[src/hw/rtl/speed_pi_conditional_antiwindup_assert.svh]
// assertion macros for the speed pi controller
// expects clk and rst to be visible where the macros are used
`ifndef SPEED_PI_CONDITIONAL_ANTIWINDUP_ASSERT_SVH
`define SPEED_PI_CONDITIONAL_ANTIWINDUP_ASSERT_SVH

// same-cycle implication
`define SPDPI_ASSERT_IMP(lbl, ante, cons) \
  lbl: assert property (@(posedge clk) disable iff (rst) (ante) |-> (cons)) \
    else $error("speed pi assertion failed");

// next-cycle implication
`define SPDPI_ASSERT_NEXT(lbl, ante, cons) \
  lbl: assert property (@(posedge clk) disable iff (rst) (ante) |=> (cons)) \
    else $error("speed pi assertion failed");

`endif

[src/hw/rtl/spdpi_pkg.sv]
// shared types and constants for the speed pi controller
// no dependencies
`default_nettype none

package spdpi_pkg;

  // field widths
  localparam int SpeedW   = 20;
  localparam int ErrW     = SpeedW + 1;
  localparam int KpW      = 24;
  localparam int KiW      = 24;
  localparam int OutW     = 16;
  localparam int FracW    = 16;
  localparam int ProdW    = KpW + ErrW;
  localparam int PShift   = 4;
  localparam int IncShift = 12;
  localparam int PW       = ProdW - PShift;
  localparam int IncW     = ProdW - IncShift;
  localparam int IntegW   = 48;
  localparam int SumW     = IntegW + 2;
  localparam int CfgIdxW  = 8;
  localparam int CfgDataW = 24;

  // register indexes
  typedef enum logic [CfgIdxW-1:0] {
    REG_SPEED_MODE = 8'd0,
    REG_KP         = 8'd1,
    REG_KI_DT      = 8'd2,
    REG_OUT_MAX    = 8'd3
  } cfg_reg_t;

  // register reset values
  localparam logic          RstSpeedMode = 1'b1;
  localparam logic [KpW-1:0]  RstKp      = 24'd13107;
  localparam logic [KiW-1:0]  RstKiDt    = 24'd0;
  localparam logic [OutW-1:0] RstOutMax  = 16'd4095;

  // accepted input item
  typedef struct packed {
    logic signed [SpeedW-1:0] speed_ref;
    logic signed [SpeedW-1:0] speed_meas;
    logic                     run_enable;
  } in_t;

  // products and error flags handed to the integrator stage
  typedef struct packed {
    logic signed [PW-1:0]   p;
    logic signed [IncW-1:0] inc;
    logic                   err_neg;
    logic                   err_pos;
    logic                   run;
  } prod_t;

  // stage load strobes
  typedef struct packed {
    logic load_prod;
    logic load_res;
  } pipe_ctl_t;

endpackage

`default_nettype wire

[src/hw/rtl/spdpi_mul.sv]
// error and gain products stage of the speed pi controller
// depends on spdpi_pkg
`default_nettype none

module spdpi_mul (
  input  wire logic                             clk,
  input  wire spdpi_pkg::pipe_ctl_t             ctl,
  input  wire spdpi_pkg::in_t                   in_q,
  input  wire logic [spdpi_pkg::KpW-1:0]        kp,
  input  wire logic [spdpi_pkg::KiW-1:0]        ki_dt,
  output spdpi_pkg::prod_t                      prod
);

  logic signed [spdpi_pkg::ErrW-1:0]  err;
  logic signed [spdpi_pkg::ProdW-1:0] kp_prod;
  logic signed [spdpi_pkg::ProdW-1:0] ki_prod;
  spdpi_pkg::prod_t                   prod_next;

  // speed error, exact in one extra bit
  assign err = {in_q.speed_ref[spdpi_pkg::SpeedW-1], in_q.speed_ref}
             - {in_q.speed_meas[spdpi_pkg::SpeedW-1], in_q.speed_meas};

  // gain products, signed
  assign kp_prod = $signed({1'b0, kp}) * err;
  assign ki_prod = $signed({1'b0, ki_dt}) * err;

  // arithmetic shifts by part-select give floor rounding
  always_comb begin
    prod_next.p       = kp_prod[spdpi_pkg::ProdW-1:spdpi_pkg::PShift];
    prod_next.inc     = ki_prod[spdpi_pkg::ProdW-1:spdpi_pkg::IncShift];
    prod_next.err_neg = err[spdpi_pkg::ErrW-1];
    prod_next.err_pos = !err[spdpi_pkg::ErrW-1] && (|err);
    prod_next.run     = in_q.run_enable;
  end

  // product register
  always_ff @(posedge clk) begin
    if (ctl.load_prod) begin
      prod <= prod_next;
    end
  end

endmodule

`default_nettype wire

[src/hw/rtl/spdpi_integ.sv]
// integrator with conditional anti-windup, output clamp and result register
// depends on spdpi_pkg
`default_nettype none

module spdpi_integ (
  input  wire logic                          clk,
  input  wire logic                          rst,
  input  wire spdpi_pkg::pipe_ctl_t          ctl,
  input  wire spdpi_pkg::prod_t              prod,
  input  wire logic                          speed_mode,
  input  wire logic [spdpi_pkg::OutW-1:0]    out_max,
  output logic [spdpi_pkg::OutW-1:0]         drive,
  output logic                               integral_frozen
);

  localparam int IW = spdpi_pkg::IntegW;
  localparam int SW = spdpi_pkg::SumW;

  logic signed [IW-1:0] integ;
  logic signed [IW:0]   cand_wide;
  logic signed [IW-1:0] cand;
  logic signed [SW-1:0] hi;
  logic signed [SW-1:0] unsat;
  logic signed [SW-1:0] sum;
  logic signed [SW-1:0] sum_clamped;
  logic signed [IW-1:0] integ_next;
  logic                 above;
  logic                 below;
  logic                 accept;
  logic                 active;

  assign active = prod.run && speed_mode;

  // candidate integral, saturated to the accumulator range
  assign cand_wide = {integ[IW-1], integ}
                   + {{(IW + 1 - spdpi_pkg::IncW){prod.inc[spdpi_pkg::IncW-1]}}, prod.inc};

  always_comb begin
    if (cand_wide[IW] != cand_wide[IW-1]) begin
      cand = cand_wide[IW] ? {1'b1, {(IW-1){1'b0}}} : {1'b0, {(IW-1){1'b1}}};
    end else begin
      cand = cand_wide[IW-1:0];
    end
  end

  // upper bound in the integral's fraction format
  assign hi = {{(SW - spdpi_pkg::OutW - spdpi_pkg::FracW){1'b0}}, out_max,
               {spdpi_pkg::FracW{1'b0}}};

  // accept when in range or when the error pulls back toward it
  assign unsat = {{(SW - spdpi_pkg::PW){prod.p[spdpi_pkg::PW-1]}}, prod.p}
               + {{(SW - IW){cand[IW-1]}}, cand};
  assign below  = unsat[SW-1];
  assign above  = unsat > hi;
  assign accept = (!above && !below) || (above && prod.err_neg) || (below && prod.err_pos);
  assign integ_next = accept ? cand : integ;

  // drive sum and clamp
  assign sum = {{(SW - spdpi_pkg::PW){prod.p[spdpi_pkg::PW-1]}}, prod.p}
             + {{(SW - IW){integ_next[IW-1]}}, integ_next};

  always_comb begin
    if (sum[SW-1]) begin
      sum_clamped = '0;
    end else if (sum > hi) begin
      sum_clamped = hi;
    end else begin
      sum_clamped = sum;
    end
  end

  // accumulator
  always_ff @(posedge clk) begin
    if (rst) begin
      integ <= '0;
    end else if (ctl.load_res) begin
      integ <= active ? integ_next : '0;
    end
  end

  // result register
  always_ff @(posedge clk) begin
    if (ctl.load_res) begin
      if (active) begin
        drive           <= sum_clamped[spdpi_pkg::FracW + spdpi_pkg::OutW - 1:spdpi_pkg::FracW];
        integral_frozen <= !accept;
      end else begin
        drive           <= '0;
        integral_frozen <= 1'b0;
      end
    end
  end

endmodule

`default_nettype wire

[src/hw/rtl/speed_pi_conditional_antiwindup.sv]
// top level of the speed pi controller: handshake, configuration registers, stages
// depends on spdpi_pkg, spdpi_mul, spdpi_integ and the assertion macro header
`default_nettype none

`include "speed_pi_conditional_antiwindup_assert.svh"

// Speed PI controller with conditional-integration anti-windup. Each item
// (speed_ref, speed_meas, run_enable) gives one result (drive, integral_frozen)
// on the result ports. The item passes an input register, a register after the
// two gain multipliers, and the result register that is loaded together with
// the integral accumulator. One item is accepted every clock while the output
// is not stalled; the rate is set by the accumulator update, which is done
// combinationally in the last stage. Configuration writes on the cfg channel
// are always ready and take effect at once; write them only while no item is
// in flight. Register indexes: 0 speed_mode, 1 kp, 2 ki_dt, 3 out_max; other
// indexes are ignored.
module speed_pi_conditional_antiwindup (
  input  wire logic                                 clk,
  input  wire logic                                 rst,
  // input channel
  input  wire logic                                 in_valid,
  output logic                                      in_stall,
  input  wire logic signed [spdpi_pkg::SpeedW-1:0]  speed_ref,
  input  wire logic signed [spdpi_pkg::SpeedW-1:0]  speed_meas,
  input  wire logic                                 run_enable,
  // output channel
  output logic                                      out_valid,
  input  wire logic                                 out_stall,
  output logic [spdpi_pkg::OutW-1:0]                drive,
  output logic                                      integral_frozen,
  // configuration channel
  input  wire logic                                 cfg_valid,
  output logic                                      cfg_ready,
  input  wire logic [spdpi_pkg::CfgIdxW-1:0]        cfg_index,
  input  wire logic [spdpi_pkg::CfgDataW-1:0]       cfg_data
);

  logic                         speed_mode;
  logic [spdpi_pkg::KpW-1:0]    kp;
  logic [spdpi_pkg::KiW-1:0]    ki_dt;
  logic [spdpi_pkg::OutW-1:0]   out_max;

  logic                         iv;
  logic                         pv;
  logic                         rv;
  logic                         in_take;
  logic                         res_off;
  spdpi_pkg::in_t               in_q;
  spdpi_pkg::prod_t             prod;
  spdpi_pkg::pipe_ctl_t         ctl;

  // configuration registers
  assign cfg_ready = 1'b1;

  always_ff @(posedge clk) begin
    if (rst) begin
      speed_mode <= spdpi_pkg::RstSpeedMode;
      kp         <= spdpi_pkg::RstKp;
      ki_dt      <= spdpi_pkg::RstKiDt;
      out_max    <= spdpi_pkg::RstOutMax;
    end else if (cfg_valid && cfg_ready) begin
      case (cfg_index)
        spdpi_pkg::REG_SPEED_MODE: speed_mode <= cfg_data[0];
        spdpi_pkg::REG_KP:         kp         <= cfg_data[spdpi_pkg::KpW-1:0];
        spdpi_pkg::REG_KI_DT:      ki_dt      <= cfg_data[spdpi_pkg::KiW-1:0];
        spdpi_pkg::REG_OUT_MAX:    out_max    <= cfg_data[spdpi_pkg::OutW-1:0];
        default: ;
      endcase
    end
  end

  // stage advance: a stage moves when the next one is empty or moving
  always_comb begin
    ctl.load_res  = pv && (!rv || !out_stall);
    ctl.load_prod = iv && (!pv || ctl.load_res);
  end

  assign in_stall  = iv && !ctl.load_prod;
  assign in_take   = in_valid && !in_stall;
  assign out_valid = rv;

  // stage valid bits
  always_ff @(posedge clk) begin
    if (rst) begin
      iv <= 1'b0;
      pv <= 1'b0;
      rv <= 1'b0;
    end else begin
      if (in_take) begin
        iv <= 1'b1;
      end else if (ctl.load_prod) begin
        iv <= 1'b0;
      end
      if (ctl.load_prod) begin
        pv <= 1'b1;
      end else if (ctl.load_res) begin
        pv <= 1'b0;
      end
      if (ctl.load_res) begin
        rv <= 1'b1;
      end else if (!out_stall) begin
        rv <= 1'b0;
      end
    end
  end

  // input register
  always_ff @(posedge clk) begin
    if (in_take) begin
      in_q.speed_ref  <= speed_ref;
      in_q.speed_meas <= speed_meas;
      in_q.run_enable <= run_enable;
    end
  end

  spdpi_mul u_mul (
    .clk   (clk),
    .ctl   (ctl),
    .in_q  (in_q),
    .kp    (kp),
    .ki_dt (ki_dt),
    .prod  (prod)
  );

  spdpi_integ u_integ (
    .clk             (clk),
    .rst             (rst),
    .ctl             (ctl),
    .prod            (prod),
    .speed_mode      (speed_mode),
    .out_max         (out_max),
    .drive           (drive),
    .integral_frozen (integral_frozen)
  );

  // checks
  assign res_off = ctl.load_res && !(prod.run && speed_mode);

  `SPDPI_ASSERT_IMP(a_drive_in_range, out_valid, drive <= out_max)
  `SPDPI_ASSERT_NEXT(a_off_clears, res_off, drive == '0 && !integral_frozen)
  `SPDPI_ASSERT_IMP(a_stall_only_full, in_stall, iv && pv && rv)

endmodule

`default_nettype wire

[config.mk]
export PLATFORM = sky130hd
export DESIGN_NAME = speed_pi_conditional_antiwindup
export DESIGN_NICKNAME = d
export VERILOG_FILES = /design/src/hw/rtl/spdpi_pkg.sv /design/src/hw/rtl/spdpi_mul.sv /design/src/hw/rtl/spdpi_integ.sv /design/src/hw/rtl/speed_pi_conditional_antiwindup.sv
export VERILOG_INCLUDE_DIRS = /design/src /design/src/hw/rtl
export SDC_FILE = /design/constraint.sdc
export NUM_CORES = 2
export LEC_CHECK = 0
export ABC_CLOCK_PERIOD_IN_PS = 20600
export BUFFER_PORTS_ARGS = -buffer_cell sky130_fd_sc_hd__buf_4
export CORE_UTILIZATION = 41
export DETAILED_ROUTE_END_ITERATION = 8
export GPL_ROUTABILITY_DRIVEN = 0
export PLACE_DENSITY_LB_ADDON = 0.25
export SYNTH_ARGS = -nofsm -noshare
export SYNTH_HDL_FRONTEND = slang
export SYNTH_HIERARCHICAL = 1
export SYNTH_SLANG_ARGS = --single-unit
[constraint.sdc]
create_clock -name clk -period 20.6 [get_ports clk]
set_input_delay 3.09 -clock clk [delete_from_list [all_inputs] [get_ports clk]]
set_output_delay 3.09 -clock clk [all_outputs]
set_load 0.03 [all_outputs]
==> results.txt <==
----------------------------------------------------
[Synth]
  Post-synthesis sequential area ratio ... 0.118
  Share of synthesized flip-flops with an asynchronous set or reset ... 0
  Synthesized flop and latch total ... 251
  Most numerous cell in the Yosys netlist ... inv_1
  Number of distinct library cell variants in the gate-level netlist after synthesis ... 105
  Syn Nets ... 7668
  Gate count after technology mapping ... 6210
  Netlist Area Pre-Place ... 53900 sq um
  Count of warnings emitted by yosys ... 6
  Dominant cell type by area after synthesis ... fa_1
  Fraction of synthesized cell area taken by the top area cell type ... 0.310
  Post-Synthesis Mean Instance Area ... 8.68 sq um
  Top area cells in the synthesized netlist ... fa_1, ha_1, inv_1
  Most numerous cell types in the synthesized netlist ... inv_1, nand2_1, fa_1, ha_1, clkbuf_1
  Number of enable flip-flop cells after synthesis ... 135
  Flip-flop cell with the highest count after synthesis ... edfxtp_1

[Setup path]
  Data required time at the worst endpoint ... 20900 ps
  Bufs and invs on worst path ... 5
  Worst setup SP type ... flop
  Critical Path AT ... 18230 ps
  Largest fanout on the critical path ... 63
  Slowest cell on the critical path ... a31o_4
  Cell family with most CP delay ... compound AO/OA/AOI/OAI gates
  Worst Path Class, Setup ... reg2reg
  Kind of end point of the critical path ... flop
  Most used cell, CP ... ha_1
  CP max stage delay ... 820 ps

[Placement]
  Post-DP HPWL ... 126000 um
  Cell area reported after detailed placement ... 56000 sq um
  Post-Place Cells ... 7775
  # port buffers ... 96

[Clock network]
  TritonCTS Buffers ... 34
  CTS H-Tree Depth ... 2
  Number of clock sinks ... 251
  Post-CTS Setup Repair Bufs ... 0
  Clock latency at the later pin of the worst-skew pair ... 600 ps
  Worst-case clock buffer depth ... 3
  Number of hold buffers added after cts ... 0
  Post-CTS sizing ... 0
  Clock tree from TritonCTS ... yes
  Clock-pin slew of the registers on the worst-case setup and hold paths ... 60 ps
  Clock Root Buffer ... clkbuf_16

[Layout]
  Share of cells above drive strength 1 ... 0.0443
  Number of filler instances in the final layout ... 12900
  Finished Cell Area ... 57200 sq um
  Register area ... 6380 sq um
  Area Growth Syn to Fin ... 6.01%
  Area of the multi-input gates ... 42300 sq um
  Layout net count ... 7527
  Non-Filler Instances ... 7838

[STA]
  Upper clock frequency limit ... 55.8 MHz
  Final number of setup-violating endpoints ... 0
  Normalized max-slew margin ... 0.107
  Final hold vios ... 0
  Final worst path period need ... 17930 ps
  RSZ-0062 raised after global routing ... no
  Ratio of final minimum period to clock period ... 0.870
  Transition time of the tightest slew-check pin ... 1340 ps
  Worst slack on hold paths ... 476 ps
  Total count of max-transition violations in the final report ... 0
  Sum of negative setup slack ... 0 ps
  Final worst clock skew ... 23.4 ps

[Global route]
  Number of global-route vias before repair ... 45300
  GR met1 Demand/Resource ... 0.332
  Grt met2 use ... 0.412
  Global routing usage summed across all routing layers ... 0.248
  Antenna violations before repair ... 6
  Top Usage Layer GRT ... met2
  Largest net degree at the start of global routing ... 68
  Wire length of the first global-routing pass ... 257000 um
  Total gr overflow ... 0
  GR Util met3 ... 0.0406

[Die]
  Die W ... 365 um
  Initial core utilization ... 0.415
  Die span in y ... 365 um
  Floorplan die area ... 133000 sq um
  Cell row count ... 132
  Number of ports placed on the die boundary ... 98
  Core Box Area ... 130000 sq um

[Routing]
  Number of nets with antenna violations after detailed routing ... 0
  Starting DRT DRC Count ... 2974
  DRC violation count after routing ... 0
  Total detailed-routing wirelength ... 163000 um
  Count of TritonRoute iterations in the first routing pass ... 5
  Ratio of routed vias to standard cells ... 5.59
  Avg WL per Cell ... 20.8 um
  Via total after detailed routing ... 43800

[Run]
  Max-cap violation count ... 0

[Run status]
  Run status ... finished clean

[Min path]
  Worst hold-check path type ... reg2reg

----------------------------------------------------
worst paths after layout:
| path | from | end | slack [ps] | depth (start not counted) |
|---|---|---|---|---|
| worst max-delay path | u_mul/prod[9] | u_integ/drive[1] | 2670 | 60 |
| worst min-delay path | kp[22] | kp[22] | 480 | 2 |
| worst max register to register | u_mul/prod[9] | u_integ/drive[1] | 2670 | 60 |
| worst min register to register | kp[22] | kp[22] | 480 | 2 |
layout make-up:
cell class	instances	share of cell area
timing repair buffer	153	0.0201
multi-input combinational	4543	0.739
inverter	1086	0.0713
sequential	251	0.112
tap	1742	0.0381
clock inverter	19	0.00370
clock buffer	43	0.0160
antenna	1	0.0000438
kinds of logic (layout without fill, tap and decap cells):
logic type,Yosys count,in the layout,share of synthesized area
AOI/OAI and AO/OA,976,976,0.122
xor gates and xnor gates,164,164,0.0266
adders and majority gates,1380,1380,0.436
buffers and inverters,1416,1301,0.102
DFF,251,251,0.118
muxes,147,147,0.0285
other,1,2,0.0000695
and+or+nand+nor,1875,1875,0.166
worst min-delay path, delay by kind of cell (launching register included):
family / cells / cell delay, ps
DFF: 1 / 310
muxes: 1 / 60
and+or+nand+nor: 1 / 60
per-layer routing:
| metal | wire length (um) | vias to the layer above |
|---|---|---|
| met5 | 47 | - |
| met4 | 4560 | 6 |
| met3 | 11700 | 269 |
| met2 | 75700 | 1588 |
| met1 | 71400 | 22100 |
| li1 | - | 19800 |
state kept, by name (all words and copies together), names as in the netlist:
name,count
pv,1
out_valid,1
ki_dt,24
out_max,16
speed_mode,1
in_q,41
kp,24
iv,1
u_integ/integ,48
u_mul/prod,77
u_integ/drive,16
u_integ/integral_frozen,1
layout by cell type (no fill, tap or decap), types with 57 or more instances in the layout:
cell type	netlist	final
dfxtp_1	116	116
and2_1	234	232
o21ai_0	161	161
nor3_1	66	65
nand2_1	876	876
nor2_1	242	241
xnor2_1	102	98
inv_1	1086	1086
nand3_1	58	58
mux2i_1	96	96
nand4_1	62	62
edfxtp_1	135	135
nand2b_1	128	128
buf_4	4	152
a21oi_1	260	258
fa_1	835	834
a21o_1	111	111
ha_1	545	545
xor2_1	62	57
per-stage QoR:
stage	setup WS, ps	utilization
floorplan	6820	-
global placement	3250	0.431
detailed placement	2950	0.431
CTS	2860	0.440
global route	1330	0.440
finish	2670	0.440
Power is left out: the tool's default activity adds up to more than one toggle a clock period on the data nets, which glitch-free logic cannot reach.
